## config.mk

```make
export PLATFORM = sky130hd
export DESIGN_NAME = logic_change_event_encoder_unit_flat
export DESIGN_NICKNAME = d
export VERILOG_FILES = /design/src/design/lce_pkg.sv /design/src/design/lce_if.sv /design/src/design/lce_lane.sv /design/src/design/lce_merge.sv /design/src/design/lce_timestamp.sv /design/src/design/logic_change_event_encoder_unit.sv /design/src/flat_wrapper.sv
export SDC_FILE = /design/constraint.sdc
export NUM_CORES = 2
export LEC_CHECK = 0
export ABC_AREA = 1
export BUFFER_PORTS_ARGS = -buffer_cell sky130_fd_sc_hd__buf_2
export CORE_MARGIN = 1
export CORE_UTILIZATION = 60
export CTS_BUF_LIST = sky130_fd_sc_hd__clkbuf_8
export DETAILED_ROUTE_END_ITERATION = 16
export PLACE_DENSITY = 0.81
export SYNTH_ARGS = -nofsm -noshare
export SYNTH_HDL_FRONTEND = slang
export SYNTH_HIERARCHICAL = 1
export SYNTH_SLANG_ARGS = --single-unit
```

## constraint.sdc

```tcl
create_clock -name clk_i -period 23.6 [get_ports clk_i]
set_clock_uncertainty 0.15 [all_clocks]
set_input_delay 3.54 -clock clk_i [delete_from_list [all_inputs] [get_ports clk_i]]
set_output_delay 3.54 -clock clk_i [all_outputs]
set_load 0.01 [all_outputs]
```

## src/design/lce_pkg.sv

```systemverilog
// Package for the logic change event encoder: widths, constants, codes and
// the structs passed between its modules. Depends on nothing.
`default_nettype none

package lce_pkg;

  // Channel layout and lane split.
  localparam int CHANNELS   = 64;
  localparam int LANE_W     = 8;
  localparam int LANES      = (CHANNELS + LANE_W - 1) / LANE_W;
  localparam int PEND_W     = LANES * LANE_W;
  localparam int LANE_IDX_W = $clog2(LANE_W);
  localparam int CH_W       = 6;
  localparam int LANE_SEL_W = CH_W - LANE_IDX_W;
  localparam int SAMPLE_W   = 64;
  localparam int NCH_W      = 7;

  // Arithmetic widths for the timestamp.
  localparam int COUNT_W  = 48;
  localparam int RATE_W   = 34;
  localparam int TS_W     = 64;
  localparam int PERIOD_W = 30;
  localparam int HALF_W   = COUNT_W / 2;
  localparam int MUL_W    = HALF_W + PERIOD_W;
  localparam int NUM_W    = COUNT_W + PERIOD_W;
  localparam int STEP_W   = $clog2(NUM_W);

  localparam logic [PERIOD_W-1:0] PERIOD_G = PERIOD_W'(1000000000);
  localparam logic [PERIOD_W-1:0] PERIOD_M = PERIOD_W'(1000000);
  localparam logic [PERIOD_W-1:0] PERIOD_K = PERIOD_W'(1000);

  // Configuration register indexes.
  typedef enum logic [0:0] {
    CFG_SAMPLE_RATE   = 1'b0,
    CFG_CHANNEL_COUNT = 1'b1
  } cfg_reg_e;

  // Top-level sequencer states.
  typedef enum logic [1:0] {
    ST_IDLE,
    ST_WAIT,
    ST_EMIT
  } enc_state_e;

  // Timestamp unit states.
  typedef enum logic [2:0] {
    TS_IDLE,
    TS_MUL_LO,
    TS_MUL_HI,
    TS_SUM,
    TS_DIV,
    TS_ROUND
  } ts_state_e;

  // What one lane reports about its pending changes.
  typedef struct packed {
    logic                  any;
    logic                  more;
    logic [LANE_IDX_W-1:0] idx;
  } lane_res_t;

  // The channel picked by the merging stage.
  typedef struct packed {
    logic            any;
    logic            last;
    logic [CH_W-1:0] channel;
  } pick_t;

endpackage

`default_nettype wire

```

## src/design/lce_if.sv

```systemverilog
// Handshake channels of the logic change event encoder: input items, result
// items and configuration writes. Depends on lce_pkg.
`default_nettype none

interface lce_in_if;
  logic                          valid;
  logic                          ready;
  logic                          command;
  logic [lce_pkg::SAMPLE_W-1:0]  sample_bits;

  modport source(output valid, command, sample_bits, input ready);
  modport sink(input valid, command, sample_bits, output ready);
endinterface

interface lce_out_if;
  logic                      valid;
  logic                      ready;
  logic                      kind;
  logic [lce_pkg::TS_W-1:0]  timestamp;
  logic [lce_pkg::CH_W-1:0]  channel;
  logic                      level;
  logic                      last;

  modport source(output valid, kind, timestamp, channel, level, last, input ready);
  modport sink(input valid, kind, timestamp, channel, level, last, output ready);
endinterface

interface lce_cfg_if;
  logic                        valid;
  logic                        ready;
  lce_pkg::cfg_reg_e           index;
  logic [lce_pkg::RATE_W-1:0]  data;

  modport source(output valid, index, data, input ready);
  modport sink(input valid, index, data, output ready);
endinterface

`default_nettype wire

```

## src/design/lce_lane.sv

```systemverilog
// One lane: finds the lowest pending channel among its group of channels.
// Depends on lce_pkg.
`default_nettype none

module lce_lane (
  input  wire logic [lce_pkg::LANE_W-1:0] bits_i,
  output lce_pkg::lane_res_t              res_o
);
  import lce_pkg::*;

  logic [LANE_IDX_W-1:0] idx;

  // Priority encode from the top so the lowest set bit wins.
  always_comb begin
    idx = '0;
    for (int b = LANE_W - 1; b >= 0; b--) begin
      if (bits_i[b]) begin
        idx = LANE_IDX_W'(b);
      end
    end
  end

  // More than one bit set means this lane is not done after this pick.
  assign res_o.any  = |bits_i;
  assign res_o.more = |(bits_i & (bits_i - LANE_W'(1)));
  assign res_o.idx  = idx;

endmodule

`default_nettype wire

```

## src/design/lce_merge.sv

```systemverilog
// Merging stage: picks the lowest lane with a pending change and decides
// whether that event is the last one of the item. Depends on lce_pkg.
`default_nettype none

module lce_merge (
  input  wire lce_pkg::lane_res_t lanes_i [lce_pkg::LANES],
  output lce_pkg::pick_t          pick_o
);
  import lce_pkg::*;

  logic                  found;
  logic                  higher;
  logic [LANE_SEL_W-1:0] sel;
  lane_res_t             win;

  // Lowest active lane wins; any active lane above it means more events.
  always_comb begin
    found  = 1'b0;
    higher = 1'b0;
    sel    = '0;
    win    = '0;
    for (int l = 0; l < LANES; l++) begin
      if (found) begin
        higher = higher | lanes_i[l].any;
      end else if (lanes_i[l].any) begin
        found = 1'b1;
        sel   = LANE_SEL_W'(l);
        win   = lanes_i[l];
      end
    end
  end

  assign pick_o.any     = found;
  assign pick_o.last    = !win.more && !higher;
  assign pick_o.channel = {sel, win.idx};

endmodule

`default_nettype wire

```

## src/design/lce_timestamp.sv

```systemverilog
// Timestamp unit: round(count * period / rate), ties to even, all ones for a
// zero rate. Two 24x30 partial products, then a bit-serial restoring divider.
// Depends on lce_pkg.
`default_nettype none

module lce_timestamp (
  input  wire logic                         clk_i,
  input  wire logic                         rst_ni,
  input  wire logic                         start_i,
  input  wire logic [lce_pkg::COUNT_W-1:0]  count_i,
  input  wire logic [lce_pkg::RATE_W-1:0]   rate_i,
  output logic                              done_o,
  output logic      [lce_pkg::TS_W-1:0]     ts_o
);
  import lce_pkg::*;

  ts_state_e             state_q, state_d;
  logic [COUNT_W-1:0]    count_q;
  logic [PERIOD_W-1:0]   period_q;
  logic [PERIOD_W-1:0]   period_sel;
  logic                  zero_q;
  logic [MUL_W-1:0]      plo_q, phi_q;
  logic [NUM_W-1:0]      num_q;
  logic [RATE_W-1:0]     rem_q;
  logic [TS_W-1:0]       quo_q;
  logic [STEP_W-1:0]     step_q;
  logic [TS_W-1:0]       ts_q;
  logic                  done_q;
  logic [HALF_W-1:0]     mul_a;
  logic [MUL_W-1:0]      prod;
  logic [RATE_W:0]       rem_sh;
  logic                  ge;
  logic [RATE_W:0]       rem_sub;
  logic [RATE_W:0]       twice;
  logic                  round_up;

  // Timescale period chosen by rate thresholds.
  always_comb begin
    if (rate_i > RATE_W'(PERIOD_M)) begin
      period_sel = PERIOD_G;
    end else if (rate_i > RATE_W'(PERIOD_K)) begin
      period_sel = PERIOD_M;
    end else begin
      period_sel = PERIOD_K;
    end
  end

  // One shared multiplier, low half of the count first.
  assign mul_a = (state_q == TS_MUL_HI) ? count_q[COUNT_W-1:HALF_W] : count_q[HALF_W-1:0];
  assign prod  = MUL_W'(mul_a) * MUL_W'(period_q);

  // One restoring division step.
  assign rem_sh  = {rem_q, num_q[NUM_W-1]};
  assign ge      = rem_sh >= {1'b0, rate_i};
  assign rem_sub = rem_sh - {1'b0, rate_i};

  // Round half to even on the final remainder.
  assign twice    = {rem_q, 1'b0};
  assign round_up = (twice > {1'b0, rate_i}) || ((twice == {1'b0, rate_i}) && quo_q[0]);

  // Next state.
  always_comb begin
    state_d = state_q;
    unique case (state_q)
      TS_IDLE: begin
        if (start_i) begin
          state_d = (rate_i == '0) ? TS_ROUND : TS_MUL_LO;
        end
      end
      TS_MUL_LO: state_d = TS_MUL_HI;
      TS_MUL_HI: state_d = TS_SUM;
      TS_SUM:    state_d = TS_DIV;
      TS_DIV: begin
        if (step_q == '0) begin
          state_d = TS_ROUND;
        end
      end
      TS_ROUND:  state_d = TS_IDLE;
      default:   state_d = TS_IDLE;
    endcase
  end

  always_ff @(posedge clk_i or negedge rst_ni) begin
    if (!rst_ni) begin
      state_q <= TS_IDLE;
      done_q  <= 1'b0;
    end else begin
      state_q <= state_d;
      done_q  <= (state_q == TS_ROUND);
    end
  end

  // Datapath registers.
  always_ff @(posedge clk_i) begin
    case (state_q)
      TS_IDLE: begin
        if (start_i) begin
          count_q  <= count_i;
          period_q <= period_sel;
          zero_q   <= (rate_i == '0);
        end
      end
      TS_MUL_LO: plo_q <= prod;
      TS_MUL_HI: phi_q <= prod;
      TS_SUM: begin
        num_q  <= {phi_q, HALF_W'(0)} + NUM_W'(plo_q);
        rem_q  <= '0;
        quo_q  <= '0;
        step_q <= STEP_W'(NUM_W - 1);
      end
      TS_DIV: begin
        rem_q  <= ge ? rem_sub[RATE_W-1:0] : rem_sh[RATE_W-1:0];
        quo_q  <= {quo_q[TS_W-2:0], ge};
        num_q  <= {num_q[NUM_W-2:0], 1'b0};
        step_q <= step_q - STEP_W'(1);
      end
      TS_ROUND: begin
        ts_q <= zero_q ? '1 : quo_q + TS_W'(round_up);
      end
      default: begin
      end
    endcase
  end

  assign done_o = done_q;
  assign ts_o   = ts_q;

endmodule

`default_nettype wire

```

## src/design/logic_change_event_encoder_unit.sv

```systemverilog
// Top level of the logic change event encoder: sample compare, lanes, merge,
// timestamp unit and output register. Depends on lce_pkg, lce_if, lce_lane,
// lce_merge and lce_timestamp.
//
//  port    dir  carries
//  in_i    in   command, sample_bits
//  out_o   out  kind, timestamp, channel, level, last
//  cfg_i   in   index (sample_rate, channel_count), data
//
// A sample with no change on the enabled channels leaves the block idle.
// A changed sample or an end command waits for the timestamp (low and high
// partial products, a sum, 78 steps of the bit-serial divider in
// lce_timestamp, rounding), then gives one event per cycle unless the output
// stalls; a zero rate skips the arithmetic. Reset is asynchronous and needs
// no clearing pass. A stalled output holds the event in the output register;
// the next input item is accepted once the last event of the item sits there.
`default_nettype none

module logic_change_event_encoder_unit (
  input  wire logic  clk_i,
  input  wire logic  rst_ni,
  lce_in_if.sink     in_i,
  lce_out_if.source  out_o,
  lce_cfg_if.sink    cfg_i
);
  import lce_pkg::*;

  enc_state_e          state_q, state_d;
  logic [RATE_W-1:0]   rate_q;
  logic [NCH_W-1:0]    chan_count_q;
  logic [SAMPLE_W-1:0] prev_q;
  logic [COUNT_W-1:0]  count_q;
  logic [PEND_W-1:0]   pending_q, pending_d;
  logic                kind_q;
  logic                out_valid_q;
  logic                out_kind_q;
  logic [TS_W-1:0]     out_ts_q;
  logic [CH_W-1:0]     out_ch_q;
  logic                out_lvl_q;
  logic                out_last_q;

  logic                in_fire;
  logic                ts_start;
  logic                ts_done;
  logic [TS_W-1:0]     ts_val;
  logic                emit_load;
  logic [NCH_W-1:0]    n_eff;
  logic [PEND_W-1:0]   diff;
  lane_res_t           lane_res [LANES];
  pick_t               pick;

  assign in_i.ready  = (state_q == ST_IDLE);
  assign in_fire     = in_i.valid && in_i.ready;
  assign cfg_i.ready = 1'b1;

  // Configuration registers.
  always_ff @(posedge clk_i or negedge rst_ni) begin
    if (!rst_ni) begin
      rate_q       <= '0;
      chan_count_q <= NCH_W'(64);
    end else if (cfg_i.valid) begin
      unique case (cfg_i.index)
        CFG_SAMPLE_RATE:   rate_q       <= cfg_i.data;
        CFG_CHANNEL_COUNT: chan_count_q <= cfg_i.data[NCH_W-1:0];
        default: begin
        end
      endcase
    end
  end

  // Changed channels, limited to the enabled ones; all of them at count zero.
  assign n_eff = (chan_count_q > NCH_W'(CHANNELS)) ? NCH_W'(CHANNELS) : chan_count_q;

  always_comb begin
    for (int p = 0; p < PEND_W; p++) begin
      diff[p] = (NCH_W'(p) < n_eff)
                && ((count_q == '0) || (in_i.sample_bits[p] ^ prev_q[p]));
    end
  end

  // Lanes scan their group of pending channels side by side.
  for (genvar l = 0; l < LANES; l++) begin : g_lane
    lce_lane u_lane (
      .bits_i (pending_q[l*LANE_W +: LANE_W]),
      .res_o  (lane_res[l])
    );
  end

  lce_merge u_merge (
    .lanes_i (lane_res),
    .pick_o  (pick)
  );

  lce_timestamp u_timestamp (
    .clk_i   (clk_i),
    .rst_ni  (rst_ni),
    .start_i (ts_start),
    .count_i (count_q),
    .rate_i  (rate_q),
    .done_o  (ts_done),
    .ts_o    (ts_val)
  );

  // Next state and control.
  always_comb begin
    state_d   = state_q;
    ts_start  = 1'b0;
    emit_load = (state_q == ST_EMIT) && (!out_valid_q || out_o.ready);
    unique case (state_q)
      ST_IDLE: begin
        if (in_fire) begin
          ts_start = in_i.command || (diff != '0);
          if (ts_start) begin
            state_d = ST_WAIT;
          end
        end
      end
      ST_WAIT: begin
        if (ts_done) begin
          state_d = ST_EMIT;
        end
      end
      ST_EMIT: begin
        if (emit_load && (kind_q || pick.last)) begin
          state_d = ST_IDLE;
        end
      end
      default: state_d = ST_IDLE;
    endcase
  end

  // Clear the channel that is being sent.
  always_comb begin
    for (int p = 0; p < PEND_W; p++) begin
      pending_d[p] = pending_q[p]
                     && !(emit_load && !kind_q && (CH_W'(p) == pick.channel));
    end
  end

  // Control and sample state.
  always_ff @(posedge clk_i or negedge rst_ni) begin
    if (!rst_ni) begin
      state_q     <= ST_IDLE;
      prev_q      <= '0;
      count_q     <= '0;
      pending_q   <= '0;
      kind_q      <= 1'b0;
      out_valid_q <= 1'b0;
    end else begin
      state_q <= state_d;
      if (in_fire) begin
        kind_q <= in_i.command;
        if (!in_i.command) begin
          prev_q    <= in_i.sample_bits;
          count_q   <= count_q + COUNT_W'(1);
          pending_q <= diff;
        end
      end else begin
        pending_q <= pending_d;
      end
      if (emit_load) begin
        out_valid_q <= 1'b1;
      end else if (out_o.ready) begin
        out_valid_q <= 1'b0;
      end
    end
  end

  // Output register payload.
  always_ff @(posedge clk_i) begin
    if (emit_load) begin
      out_kind_q <= kind_q;
      out_ts_q   <= ts_val;
      out_ch_q   <= kind_q ? '0 : pick.channel;
      out_lvl_q  <= kind_q ? 1'b0 : prev_q[pick.channel];
      out_last_q <= kind_q || pick.last;
    end
  end

  assign out_o.valid     = out_valid_q;
  assign out_o.kind      = out_kind_q;
  assign out_o.timestamp = out_ts_q;
  assign out_o.channel   = out_ch_q;
  assign out_o.level     = out_lvl_q;
  assign out_o.last      = out_last_q;

endmodule

`default_nettype wire

```

## src/flat_wrapper.sv

```systemverilog
// flat-port wrapper written by rule: the top's interface ports become plain ports
module logic_change_event_encoder_unit_flat import lce_pkg::*;
  (clk_i, rst_ni, in_i_valid, in_i_command, in_i_sample_bits, in_i_ready, out_o_valid, out_o_kind, out_o_timestamp, out_o_channel, out_o_level, out_o_last, out_o_ready, cfg_i_valid, cfg_i_index, cfg_i_data, cfg_i_ready);
  lce_in_if in_i_i ();
  lce_out_if out_o_i ();
  lce_cfg_if cfg_i_i ();
  input  wire logic clk_i;
  input  wire logic rst_ni;
  input wire logic [$bits(in_i_i.valid)-1:0] in_i_valid;
  input wire logic [$bits(in_i_i.command)-1:0] in_i_command;
  input wire logic [$bits(in_i_i.sample_bits)-1:0] in_i_sample_bits;
  output wire logic [$bits(in_i_i.ready)-1:0] in_i_ready;
  output wire logic [$bits(out_o_i.valid)-1:0] out_o_valid;
  output wire logic [$bits(out_o_i.kind)-1:0] out_o_kind;
  output wire logic [$bits(out_o_i.timestamp)-1:0] out_o_timestamp;
  output wire logic [$bits(out_o_i.channel)-1:0] out_o_channel;
  output wire logic [$bits(out_o_i.level)-1:0] out_o_level;
  output wire logic [$bits(out_o_i.last)-1:0] out_o_last;
  input wire logic [$bits(out_o_i.ready)-1:0] out_o_ready;
  input wire logic [$bits(cfg_i_i.valid)-1:0] cfg_i_valid;
  input wire logic [$bits(cfg_i_i.index)-1:0] cfg_i_index;
  input wire logic [$bits(cfg_i_i.data)-1:0] cfg_i_data;
  output wire logic [$bits(cfg_i_i.ready)-1:0] cfg_i_ready;
  assign in_i_i.valid = in_i_valid;
  assign in_i_i.command = in_i_command;
  assign in_i_i.sample_bits = in_i_sample_bits;
  assign in_i_ready = in_i_i.ready;
  assign out_o_valid = out_o_i.valid;
  assign out_o_kind = out_o_i.kind;
  assign out_o_timestamp = out_o_i.timestamp;
  assign out_o_channel = out_o_i.channel;
  assign out_o_level = out_o_i.level;
  assign out_o_last = out_o_i.last;
  assign out_o_i.ready = out_o_ready;
  assign cfg_i_i.valid = cfg_i_valid;
  assign cfg_i_i.index = cfg_i_index;
  assign cfg_i_i.data = cfg_i_data;
  assign cfg_i_ready = cfg_i_i.ready;
  logic_change_event_encoder_unit u_core (.clk_i(clk_i), .rst_ni(rst_ni), .in_i(in_i_i), .out_o(out_o_i), .cfg_i(cfg_i_i));
endmodule
```

* Yosys cells after proc, flatten, opt, wreduce, memory -nomap -nowiden
Index checks and enable logic that the tools add are counted.
Word-level totals: output and inout bits 76, flip-flop bits (word level) 732, input bits 105, logic and storage cells 770
Operators by class: magnitude comparators 70, multiply operators 1, equal/unequal tests 78, reduce and logical (&&, ||, !) cells 365, bitwise operators 80, multiplexer cells 138, add/sub/neg operators 13
Operator list (count):
- $mux W3 | 79
- $lt A6 B7 Y1 const A | 32
- $logic_and A1 B1 Y1 | 198
- $eq A6 B6 Y1 const A | 32
- $pmux W78 S2 | 1
- $mux W64 | 2
- $pmux W64 S2 | 1
- $reduce_or A8 Y1 | 16
- $lt A5 B7 Y1 const A | 16
- $eq A5 B6 Y1 const A | 16
- $add A78 B54 Y78 | 1
- $logic_not A1 Y1 | 68
- $logic_or A1 B1 Y1 | 68
- $pmux W34 S2 | 1
- $add A64 B1 Y64 | 1
- $and A8 B8 Y8 | 8
- $reduce_bool A64 Y1 | 1
- $sub A8 B1 Y8 const B | 8
- $xor A1 B1 Y1 | 64
- $mux W4 | 15
- $lt A4 B7 Y1 const A | 8
- $mul A24 B30 Y54 | 1
- $add A48 B1 Y48 const B | 1
- $eq A4 B6 Y1 const A | 8
- other kinds (43) | 99

* Depth between registers and ports, before layout
word-level depth 29, depth in mapped cells 34

* Hierarchy
Netlist, hierarchy kept.
Modules (own cells, without submodules):
- lce_timestamp | cells each 4665, seq. area each 12111.6 um2, instances 1, area an instance 39072.5 um2
- logic_change_event_encoder_unit | cells each 1542, seq. area each 7723.7 um2, instances 1, area an instance 14092.3 um2
- lce_lane | cells each 44, seq. area each 0.0 um2, instances 8, area an instance 191.4 um2
- lce_merge | cells each 115, seq. area each 0.0 um2, instances 1, area an instance 564.3 um2

* Least setup slack after synthesis
OpenSTA, ideal clock, no wires.
path type reg-to-reg, start point register u_core.u_timestamp.state_q[2], end point register u_core.u_timestamp.phi_q[46] (data pin), clock period less this slack 8.497 ns, required time 23.194 ns, path slack 15.103 ns, path buffers 1, data arrival time 8.090 ns, cell stages (with the launch flop) 28, cell sequence dfrtp_1 nor3_4 inv_2 buf_2 o21ai_2 inv_2 nor2_1 inv_1 fa_1 inv_1 fa_1 fa_1 inv_1 fa_1 fa_1 fa_1 inv_1 fa_1 inv_1 ha_1 a21oi_1 o21ai_0 a21oi_1 nor2_1 nor3_1 nand2_1 nand2_1 nand2_1
Between the ends: word-level cells in the longest chain between the ends 3
RTL lines:
- start: declaration | line lce_timestamp.sv:17 | ts_state_e state_q, state_d;
- start signal: assignment | line lce_timestamp.sv:88 | state_q <= state_d;
- $eq A3 B2 Y1 | line lce_timestamp.sv:49 | assign mul_a = (state_q == TS_MUL_HI) ? count_q[COUNT_W-1:HALF_W] : count_q[HALF_W-1:0];
- $mux W24 | line lce_timestamp.sv:49
- $mul A24 B30 Y54 | line lce_timestamp.sv:50 | assign prod = MUL_W'(mul_a) * MUL_W'(period_q);
- named net u_core.u_timestamp.prod[46] | line lce_timestamp.sv:30 | logic [MUL_W-1:0] prod;
- end signal: assignment | line lce_timestamp.sv:104 | TS_MUL_HI: phi_q <= prod;
- end: declaration | line lce_timestamp.sv:22 | logic [MUL_W-1:0] plo_q, phi_q;
The timed path passes the listed nets, and every way through them passes these cells. A chain may end at the register's enable or synchronous reset.

* Final worst setup path
start point register u_core.u_timestamp.state_q[2], end point register u_core.u_timestamp.plo_q[37] (data pin)
Between the ends: word-level cells in the longest chain between the ends 3
RTL lines:
- $eq A3 B2 Y1 | line lce_timestamp.sv:49
- $mux W24 | line lce_timestamp.sv:49
- $mul A24 B30 Y54 | line lce_timestamp.sv:50
- named net u_core.u_timestamp.prod[37] | line lce_timestamp.sv:30
- end signal: assignment | line lce_timestamp.sv:103 | TS_MUL_LO: plo_q <= prod;
- end: declaration | line lce_timestamp.sv:22
The timed path passes the listed nets, and every way through them passes these cells.

==> flow_summary.json <==
{
  "status": "completed",
  "ioPinCount": 181,
  "numCtsBuffers": 116,
  "cp_common_cell": "inv_1",
  "wl_um": 158200,
  "slew_viol_final": 0,
  "final_common_cell": "nand2_1",
  "cts_max_path_buffers": 3,
  "antenna_found_initial": 14,
  "grt_start_max_net_pins": 89,
  "grt_pass1_wl_um": 246100,
  "final_antenna_net_count": 0,
  "io_buffer_count": 179,
  "fin_crit_sh_pct": 39.43,
  "rsz0062_at_grt": "no",
  "postCtsHoldBufs": 0,
  "tns_ns": 0,
  "grt_usage_pct": 34.06,
  "worstSetupPathType": "flop to flop",
  "syn_area_per_cell_um2": 8.281,
  "cp_max_fo": 57,
  "worstMarginPinSlew_ns": 1.280,
  "vias": 45360,
  "syn2layout_area_growth_pct": 8.058,
  "hold_viol_final": 0,
  "cp.required_ns": 24.00,
  "fmax_mhz": 107.5,
  "cp-end-kind": "flop",
  "htree_levels": 3,
  "cp.arrival_ns": 9.71,
  "die_h_um": 305.5,
  "crit_path_start_kind": "flop",
  "post_cts_buffers": 0,
  "overflow": 0,
  "critPathBufInv": 10,
  "die_x_um": 305.5,
  "grt_pass1_vias": 44220,
  "die-area_um2": 93300,
  "fin_nets": 7709,
  "cts.root.buffer_cell": "clkbuf_8",
  "dp_hpwl_um": 128800,
  "slew_headroom_pct": 14.00,
  "max-cap-violations": 0,
  "vias_per_cell": 5.553,
  "cts_resized": 0,
  "layout_common_cells": "nand2_1 (1595), inv_1 (1338), nor2_1 (639)",
  "min_path_type": "flop to flop",
  "drc_errors": 0,
  "gp_congestion": 0.9985,
  "drive_gt1_share_pct": 7.900,
  "clk_latency_ns": 0.82,
  "holdWs_ns": 0.2595,
  "synth_nets": 7503,
  "drt_pass1_iterations": 7,
  "cts_tree": "done",
  "rows": 110,
  "cts.sinks": 698,
  "routedWlPerCell_um": 19.37,
  "postSynthCellCount": 6672,
  "synth_warnings": 6,
  "initial_core_util_pct": 61.01,
  "path_clk_slew_ns": 0.07,
  "slowest_delay_ns": 0.65,
  "core_um2": 90560,
  "period_needed_ns": 9.306,
  "slowest_stage": "buf_4",
  "drtIter0Drc": 4445,
  "syn_area_um2": 55250,
  "setup_viol": 0,
  "crit_family": "adder cells"
}
## path summary, 6_finish.rpt
check	start	end	slack [ns]	depth (start not counted)
min in group asynchronous	rst_ni	u_core/rate_q[12]	2.58	1
min	u_core/u_timestamp/ts_o[46]	u_core/out_o.timestamp[46]	0.26	0
max reg2reg	u_core/u_timestamp/state_q[2]	u_core/u_timestamp/plo_q[37]	14.29	29
max in group asynchronous	rst_ni	u_core/count_q[44]	18.27	3
min reg2reg	u_core/u_timestamp/ts_o[46]	u_core/out_o.timestamp[46]	0.26	0
max	u_core/u_timestamp/state_q[2]	u_core/u_timestamp/plo_q[37]	14.29	29
## cell type report
class                           count  area (um2)
Tap cell                         1176        1471
Sequential cell                   698       19840
Antenna cell                       17       42.54
Inverter                         1335        5015
Clock inverter                     94       643.1
Clock buffer                      121        1665
Multi-Input combinational cell   4525       29950
Fill cell                        7727       30860
Timing Repair Buffer              202        1079
## worst register-to-register path: cells and delay by family, from the launching register on
kind                       cells  cell delay, ns
DFF                            1            0.46
adders and majority gates      8            3.87
xor gates and xnor gates       1            0.35
AOI/OAI and AO/OA              1            0.36
and+or+nand+nor                9            2.06
buffers and inverters         10            1.80
## registers in the layout (all words and copies together) (netlist names), 2 cells and up
register / flops
u_core/u_timestamp/count_q: 48
u_core/u_timestamp/quo_q: 64
u_core/rate_q: 34
u_core/u_timestamp/plo_q: 51
u_core/u_timestamp/rem_q: 34
u_core/count_q: 48
u_core/u_timestamp/ts_o: 64
u_core/chan_count_q: 7
u_core/out_o.channel: 6
u_core/out_o.timestamp: 64
u_core/u_timestamp/num_q: 75
u_core/u_timestamp/step_q: 7
u_core/u_timestamp/period_q: 5
u_core/prev_q: 64
u_core/pending_q: 64
u_core/u_timestamp/phi_q: 51
u_core/u_timestamp/state_q: 3
u_core/state_q: 2
## stage by stage
stage	setup slack [ns]	util [%]	area (um2)	instances
6_report	14.29	65.92	59700	8168
5_1_grt	13.90	65.90	59680	8160
4_1_cts	14.37	65.88	59660	8151
3_5_place_dp	14.44	63.33	57350	7936
3_3_place_gp	14.44	63.33	57350	7936
2_1_floorplan	15.10	-	55250	6672
## metal layers
metal / wire [um] / up-vias / global-route usage, %
li1: - / 21510 / -
met1: 69650 / 21660 / 48.81
met5: 43 / - / 0.4651
met3: 13970 / 295 / 7.044
met2: 70840 / 1881 / 53.04
met4: 3678 / 8 / 8.239
Power is not shown: default switching activity piles up to over one toggle a cycle in this logic, so the estimate is an artifact.
